### src/rtl/core/gdd_pkg.sv
// Package for the Gregorian date difference block: field widths, constants,
// and the month length and month offset tables.
// No dependencies.
package gdd_pkg;

    localparam int DAY_W   = 5;
    localparam int MONTH_W = 4;
    localparam int YEAR_W  = 14;
    localparam int COUNT_W = 22;
    localparam int DNUM_W  = 23;   // day number of a year up to 16383
    localparam int Q4_W    = YEAR_W - 2;
    localparam int RECIP_W = 11;
    localparam int PROD_W  = Q4_W + RECIP_W;
    localparam int Q100_W  = PROD_W - 15;

    localparam logic [YEAR_W-1:0]  YEAR_MIN    = 14'd1582;
    localparam logic [COUNT_W-1:0] COUNT_MAX   = 22'd4194303;
    // floor(x / 25) = (x * 1311) >> 15 for every x below 4096
    localparam logic [RECIP_W-1:0] RECIP_25    = 11'd1311;
    localparam int                 RECIP_SHIFT = 15;
    localparam logic [8:0]         DAYS_YEAR   = 9'd365;

    localparam logic [MONTH_W-1:0] MONTH_JAN = 4'd1;
    localparam logic [MONTH_W-1:0] MONTH_FEB = 4'd2;
    localparam logic [MONTH_W-1:0] MONTH_MAR = 4'd3;
    localparam logic [MONTH_W-1:0] MONTH_APR = 4'd4;
    localparam logic [MONTH_W-1:0] MONTH_MAY = 4'd5;
    localparam logic [MONTH_W-1:0] MONTH_JUN = 4'd6;
    localparam logic [MONTH_W-1:0] MONTH_JUL = 4'd7;
    localparam logic [MONTH_W-1:0] MONTH_AUG = 4'd8;
    localparam logic [MONTH_W-1:0] MONTH_SEP = 4'd9;
    localparam logic [MONTH_W-1:0] MONTH_OCT = 4'd10;
    localparam logic [MONTH_W-1:0] MONTH_NOV = 4'd11;
    localparam logic [MONTH_W-1:0] MONTH_DEC = 4'd12;

    // Length of a month; zero for codes that are not months.
    function automatic logic [DAY_W-1:0] month_len(input logic [MONTH_W-1:0] m,
                                                   input logic leap);
        logic [DAY_W-1:0] len;
        case (m) inside
            MONTH_JAN, MONTH_MAR, MONTH_MAY, MONTH_JUL,
            MONTH_AUG, MONTH_OCT, MONTH_DEC: len = 5'd31;
            MONTH_APR, MONTH_JUN, MONTH_SEP, MONTH_NOV: len = 5'd30;
            MONTH_FEB: len = leap ? 5'd29 : 5'd28;
            default: len = 5'd0;
        endcase
        return len;
    endfunction

    // Days from March 1 to the first of the month, in a March-based year.
    function automatic logic [8:0] month_offset(input logic [MONTH_W-1:0] m);
        logic [8:0] ofs;
        case (m)
            MONTH_MAR: ofs = 9'd0;
            MONTH_APR: ofs = 9'd31;
            MONTH_MAY: ofs = 9'd61;
            MONTH_JUN: ofs = 9'd92;
            MONTH_JUL: ofs = 9'd122;
            MONTH_AUG: ofs = 9'd153;
            MONTH_SEP: ofs = 9'd184;
            MONTH_OCT: ofs = 9'd214;
            MONTH_NOV: ofs = 9'd245;
            MONTH_DEC: ofs = 9'd275;
            MONTH_JAN: ofs = 9'd306;
            MONTH_FEB: ofs = 9'd337;
            default:   ofs = 9'd0;
        endcase
        return ofs;
    endfunction

endpackage

### src/rtl/core/gregorian_date_difference.sv
// Gregorian date difference: absolute day count between two dates.
// A pair transferred at a rising edge passes the stage 1, stage 2 and output registers
// and gives its result with done high; throughput one pair per cycle, busy stays low.
// Rate is set by the three-stage pipeline: reciprocal multiply, day number, subtract.
// Reset (rst_n low, asynchronous) clears the stage valid bits and done.
// The receiver cannot stall; each result stands for exactly one cycle.
// Depends on gdd_pkg.
module gregorian_date_difference
    import gdd_pkg::*;
(
    input  logic               clk,
    input  logic               rst_n,
    input  logic               start,
    output logic               busy,
    input  logic [DAY_W-1:0]   day_first,
    input  logic [MONTH_W-1:0] month_first,
    input  logic [YEAR_W-1:0]  year_first,
    input  logic [DAY_W-1:0]   day_second,
    input  logic [MONTH_W-1:0] month_second,
    input  logic [YEAR_W-1:0]  year_second,
    output logic               done,
    output logic [COUNT_W-1:0] day_count,
    output logic               dates_valid
);

    typedef struct packed {
        logic [DAY_W-1:0]   d;
        logic [MONTH_W-1:0] m;
        logic [YEAR_W-1:0]  y;
        logic [YEAR_W-1:0]  yy;     // March-based year
        logic [PROD_W-1:0]  p_y;    // (y >> 2) * RECIP_25
        logic [PROD_W-1:0]  p_yy;   // (yy >> 2) * RECIP_25
    } s1_lane_t;

    typedef struct packed {
        logic              ok;
        logic [DNUM_W-1:0] dnum;
    } s2_lane_t;

    // the pipeline never stalls
    assign busy = 1'b0;

    logic [DAY_W-1:0]   in_d [2];
    logic [MONTH_W-1:0] in_m [2];
    logic [YEAR_W-1:0]  in_y [2];

    assign in_d[0] = day_first;
    assign in_m[0] = month_first;
    assign in_y[0] = year_first;
    assign in_d[1] = day_second;
    assign in_m[1] = month_second;
    assign in_y[1] = year_second;

    // ---------------- stage 1: year shift and reciprocal multiply
    s1_lane_t s1_next [2];
    s1_lane_t s1_reg  [2];
    logic     s1_valid_reg;

    always_comb
    begin
        for (int i = 0; i < 2; i++)
        begin
            s1_next[i].d  = in_d[i];
            s1_next[i].m  = in_m[i];
            s1_next[i].y  = in_y[i];
            s1_next[i].yy = (in_m[i] <= MONTH_FEB) ? in_y[i] - 14'd1 : in_y[i];
            s1_next[i].p_y  = PROD_W'(in_y[i][YEAR_W-1:2]) * PROD_W'(RECIP_25);
            s1_next[i].p_yy = PROD_W'(s1_next[i].yy[YEAR_W-1:2]) * PROD_W'(RECIP_25);
        end
    end

    // ---------------- stage 2: leap test, date check, day number
    s2_lane_t s2_next [2];
    s2_lane_t s2_reg  [2];
    logic     s2_valid_reg;

    always_comb
    begin
        logic [Q100_W-1:0] q100_y;
        logic [Q4_W-1:0]   rem25;
        logic              div100;
        logic              div400;
        logic              leap;
        logic [DAY_W-1:0]  len;
        logic [Q100_W-1:0] q100_yy;
        logic [Q4_W-1:0]   q4_yy;
        for (int i = 0; i < 2; i++)
        begin
            q100_y = s1_reg[i].p_y[PROD_W-1:RECIP_SHIFT];
            rem25  = s1_reg[i].y[YEAR_W-1:2] - (Q4_W'(q100_y) * Q4_W'(8'd25));
            div100 = (s1_reg[i].y[1:0] == 2'd0) && (rem25 == '0);
            div400 = div100 && (q100_y[1:0] == 2'd0);
            leap   = ((s1_reg[i].y[1:0] == 2'd0) && !div100) || div400;
            len    = month_len(s1_reg[i].m, leap);

            s2_next[i].ok = (s1_reg[i].y >= YEAR_MIN) && (len != '0)
                            && (s1_reg[i].d != '0) && (s1_reg[i].d <= len);

            q100_yy = s1_reg[i].p_yy[PROD_W-1:RECIP_SHIFT];
            q4_yy   = s1_reg[i].yy[YEAR_W-1:2];
            s2_next[i].dnum = DNUM_W'(s1_reg[i].yy) * DNUM_W'(DAYS_YEAR)
                            + DNUM_W'(q4_yy) - DNUM_W'(q100_yy)
                            + DNUM_W'(q100_yy[Q100_W-1:2])
                            + DNUM_W'(month_offset(s1_reg[i].m))
                            + DNUM_W'(s1_reg[i].d);
        end
    end

    // ---------------- stage 3: absolute difference and saturation
    logic               both_ok;
    logic [DNUM_W-1:0]  diff;
    logic [COUNT_W-1:0] count_next;
    logic               valid_next;
    logic               done_reg;
    logic [COUNT_W-1:0] day_count_reg;
    logic               dates_valid_reg;

    always_comb
    begin
        both_ok = s2_reg[0].ok && s2_reg[1].ok;
        diff = (s2_reg[0].dnum >= s2_reg[1].dnum) ? s2_reg[0].dnum - s2_reg[1].dnum
                                                  : s2_reg[1].dnum - s2_reg[0].dnum;
        if (!both_ok)
            count_next = '0;
        else if (diff > DNUM_W'(COUNT_MAX))
            count_next = COUNT_MAX;
        else
            count_next = diff[COUNT_W-1:0];
        valid_next = s2_valid_reg && both_ok;
    end

    always_ff @(posedge clk or negedge rst_n)
    begin
        if (!rst_n)
        begin
            s1_valid_reg    <= 1'b0;
            s2_valid_reg    <= 1'b0;
            done_reg        <= 1'b0;
            dates_valid_reg <= 1'b0;
        end
        else
        begin
            s1_valid_reg    <= start && !busy;
            s2_valid_reg    <= s1_valid_reg;
            done_reg        <= s2_valid_reg;
            dates_valid_reg <= valid_next;
        end
    end

    // payload: advance every cycle, only the valid bits matter
    always_ff @(posedge clk)
    begin
        s1_reg        <= s1_next;
        s2_reg        <= s2_next;
        day_count_reg <= count_next;
    end

    assign done        = done_reg;
    assign day_count   = day_count_reg;
    assign dates_valid = dates_valid_reg;

    a_latency: assert property (@(posedge clk) disable iff (!rst_n)
        (start && !busy) |-> ##3 done)
        else $error("transfer did not produce a result after three cycles");

    a_no_spurious: assert property (@(posedge clk) disable iff (!rst_n)
        done |-> $past(s1_valid_reg, 2))
        else $error("result without a matching transfer");

    a_valid_strobe: assert property (@(posedge clk) disable iff (!rst_n)
        dates_valid |-> done)
        else $error("dates_valid raised outside a result cycle");

    a_invalid_zero: assert property (@(posedge clk) disable iff (!rst_n)
        (done && !dates_valid) |-> (day_count == '0))
        else $error("invalid dates gave a nonzero count");

    a_saturate: assert property (@(posedge clk) disable iff (!rst_n)
        done |-> (day_count <= COUNT_MAX))
        else $error("day count above saturation limit");

endmodule
### config.mk
export PLATFORM = sky130hd
export DESIGN_NAME = gregorian_date_difference
export DESIGN_NICKNAME = d
export VERILOG_FILES = /design/src/rtl/core/gdd_pkg.sv /design/src/rtl/core/gregorian_date_difference.sv
export SDC_FILE = /design/constraint.sdc
export NUM_CORES = 2
export LEC_CHECK = 0
export BUFFER_PORTS_ARGS = -buffer_cell sky130_fd_sc_hd__buf_2
export CELL_PAD_IN_SITES_DETAIL_PLACEMENT = 1
export CELL_PAD_IN_SITES_GLOBAL_PLACEMENT = 2
export CORE_ASPECT_RATIO = 1.75
export CORE_UTILIZATION = 39
export DETAILED_ROUTE_END_ITERATION = 7
export MAX_ROUTING_LAYER = met4
export PLACE_DENSITY_LB_ADDON = 0.1
export SYNTH_ARGS = -nofsm -noshare
export SYNTH_HDL_FRONTEND = slang
export SYNTH_SLANG_ARGS = --single-unit
### constraint.sdc
create_clock -name clk -period 5.3 [get_ports clk]
set_clock_uncertainty 0.05 [all_clocks]
set_input_delay 1.06 -clock clk [delete_from_list [all_inputs] [get_ports clk]]
set_output_delay 1.06 -clock clk [all_outputs]
set_load 0.01 [all_outputs]
==> summary.txt <==
Timing
  – RSZ-0062 raised after global routing: yes
  – Worst-margin pin slew: 1040 ps
  – PnR worst setup slack: -679 ps
  – Slew HR: 30.9%
  – Max Clk Rate: approximately 170 MHz
  – Tmin final: 5980 ps
  – Fin. Hold Viols: 0
  – Period utilization: 113%
  – Final Setup Violations: 17
  – Slew Viols, Final: 0

Final layout
  – Layout net count: 4487
  – Layout Utilization: 48.2%
  – Layout cell share with drive strength beyond 1: 21.4%
  – Final std cells w/o fill: 4298
  – Max FFs per register: roughly 110
  – Synth-to-Final Area Change: 22.0%

Critical path
  – Worst setup path class: input pin to flip-flop
  – CP Max Fanout: 4
  – Most used cell, CP: inv_2
  – Worst EP required: 5700 ps
  – CP max stage delay: around 520 ps
  – Slowest-stage cell, CP: fa_1
  – Critical Path AT: approximately 6400 ps
  – Startpoint types: input pin
  – CP Capture Type: flip-flop

Synth
  – Yosys reg bits: 198
  – Yosys top cell by area: ha_1
  – Register area share after synthesis: ~14%
  – Synthesized instance count: 2921
  – Synth Cell Area: 0.0289 sq mm
  – Syn Area/Cell: 9.88 sq um
  – Post-synthesis cell type count: 74
  – Synth top area share: 31.3%
  – Post-synth EDFFs: 0
  – Yosys warning count: 0
  – Dominant cells by area after synthesis: ha_1 (31%), fa_1 (25%), dfxtp_1 (13%), inv_1 (9.4%), xnor2_1 (3.7%)
  – Net Count, Synth: 4058
  – Primary FF master, synth: dfxtp_1
  – Ys async rst share: 2.02%

Placement
  – RePlAce Congestion: 0.927
  – Port Buffers: 72
  – Placed Cells: 4221
  – Hpwl dp: 69.3 mm

Clock tree
  – Clock-pin transition on the worst setup and hold timing paths: about 90 ps
  – H-tree levels: 4
  – CTS Hold Bufs: 0
  – Worst-Skew Late Latency: 520 ps
  – CTS tree: yes
  – Root Driver: clkbuf_16
  – Clock Path Buffers: 2
  – Cts bufs inserted: 17
  – # clock sinks: 198

Die
  – Row count: 131
  – DIE AREA: 0.0752 sq mm
  – Initial Utilization: 39.5%
  – Die height: 362 microns
  – Ports: 74
  – Core area: 0.0731 sq mm
  – Die width: 208 microns

Global route
  – GR Overflow Total: 0
  – Pin count of the biggest net entering global routing: 23
  – Initial antenna violation count: 6
  – Global-route wire length before repair: 125 mm
  – Total GRT Usage: between 20% and 30%
  – Number of global-route vias before repair: 24600

Run
  – Max_cap viols: 0

Status
  – Status: complete, but fails checks
  – Failing checks: setup timing

Routing
  – Vias post-DR: 21100
  – DRT Pass-1 Iters: 4
  – Detailed Route Iter0 Violations: 390
  – Final ANT Viol Nets: 0
  – Post-Route WL: 77.4 mm
  – Vias/cell: between 4 and 5
  – Post-detailed-route wirelength per cell: ~18 microns
  – DRC violations left: 0

Min path
  – Hold/Removal Path Class: input pin to asynchronous set/reset pin
-- cell type report --
cell class                 instances  area (sq um)
clock inverter                    15           179
antenna                            4          10.0
clock buffer                      17           425
sequential                       198          4010
timing repair buffer             437          3300
fill                            8231         37900
tap                              931          1160
multi-input combinational       1973         23400
inverter                         723          2740
-- layout by cell type, fill, tap and decap left out, types with 27 or more instances in the layout --
| master | netlist | routed |
|---|---|---|
| ha_1 | 723 | 680 |
| a21o_1 | 50 | 50 |
| ha_4 | 0 | 33 |
| a21oi_1 | 131 | 101 |
| xnor2_1 | 122 | 95 |
| inv_1 | 723 | 685 |
| a21oi_2 | 3 | 27 |
| xor2_1 | 35 | 32 |
| buf_2 | 7 | 63 |
| o21ai_0 | 64 | 47 |
| nand2_1 | 68 | 64 |
| nor2_1 | 84 | 72 |
| inv_2 | 0 | 31 |
| buf_4 | 2 | 343 |
| fa_1 | 365 | 355 |
| dfxtp_1 | 194 | 180 |
-- synthesized netlist by cell type, types with 7 or more instances --
| library cell | n |
|---|---|
| ha_1 | 723 |
| inv_1 | 723 |
| fa_1 | 365 |
| dfxtp_1 | 194 |
| a21oi_1 | 131 |
| xnor2_1 | 122 |
| nor2_1 | 84 |
| nand2_1 | 68 |
| o21ai_0 | 64 |
| a21o_1 | 50 |
| xor2_1 | 35 |
| nand3_1 | 30 |
| nor3_1 | 23 |
| nor2b_1 | 22 |
| o21a_1 | 21 |
| nand2b_1 | 18 |
| o21bai_1 | 18 |
| and3_1 | 16 |
| clkbuf_1 | 16 |
| a31oi_1 | 15 |
| mux2i_1 | 13 |
| nand4_1 | 11 |
| or3_1 | 11 |
| a211oi_1 | 8 |
| o2111ai_1 | 8 |
| o22ai_1 | 8 |
| a21boi_0 | 7 |
| buf_2 | 7 |
| o31ai_1 | 7 |
-- worst max-delay path, delay by kind of cell --
| family | cells | cell delay [ps] |
|---|---|---|
| AO/OA/AOI/OAI | 9 | 1780 |
| XOR/XNOR | 3 | 370 |
| adder cells (fa/ha/maj) | 6 | 2110 |
| buffers and inverters | 6 | 370 |
| AND/OR/NAND/NOR | 6 | 700 |
-- final timing paths --
check / start / to / slack, ps / depth (start not counted)
min reg2reg: s1_valid_reg$_DFF_PN0_ / s2_valid_reg$_DFF_PN0_ / 310 / 0
max: year_first[2] / s1_reg[105]$_DFF_P_ / -680 / 30
max in group asynchronous: rst_n / s1_valid_reg$_DFF_PN0_ / 4810 / 1
max reg2reg: s1_reg[51]$_DFF_P_ / s2_reg[21]$_DFF_P_ / -110 / 19
min in group clk: s1_valid_reg$_DFF_PN0_ / s2_valid_reg$_DFF_PN0_ / 310 / 0
min: rst_n / s2_valid_reg$_DFF_PN0_ / 280 / 1
-- metal layers --
metal	vias to the layer above	routed length [microns]	share of wire [%]	global-route usage, %
li1	10200	-	-	-
met1	10500	27700	36	20.5
met2	193	45500	59	45.3
met3	109	1180	1.5	2.03
met4	0	3010	3.9	9.41
met5	-	0	0	-
-- through the flow --
step	setup WS [ps]	area (sq um)	hold slack [ps]	setup TNS, ps
global placement	-1420	33200	289	-22810
CTS	-716	34600	235	-6120
finish	-679	35200	278	-5920
detailed placement	-1490	33200	293	-25700
floorplan	-994	29300	281	-9360
global route	-961	35200	253	-10990
-- repair_timing --
action                     4_1_cts  5_1_grt
buffers inserted                27       18
resized for setup              143      106
setup endpoints to repair       31       38
pin swaps                      111       85
hold endpoints to repair         0        0
-- cells by family (layout without fill, tap and decap cells) --
group	Yosys count	after routing	synth area share [%]
adder cells (fa/ha/maj)	1089	1089	56.7
buffers and inverters	750	1192	9.86
AO/OA/AOI/OAI	387	387	8.54
AND/OR/NAND/NOR	317	317	5.45
flip-flops	198	198	13.8
XOR/XNOR	158	158	4.82
multiplexers	21	21	0.854
other	1	5	0.0130
Power is not shown: default switching activity piles up to over one toggle a cycle in this logic, so the estimate is an artifact.
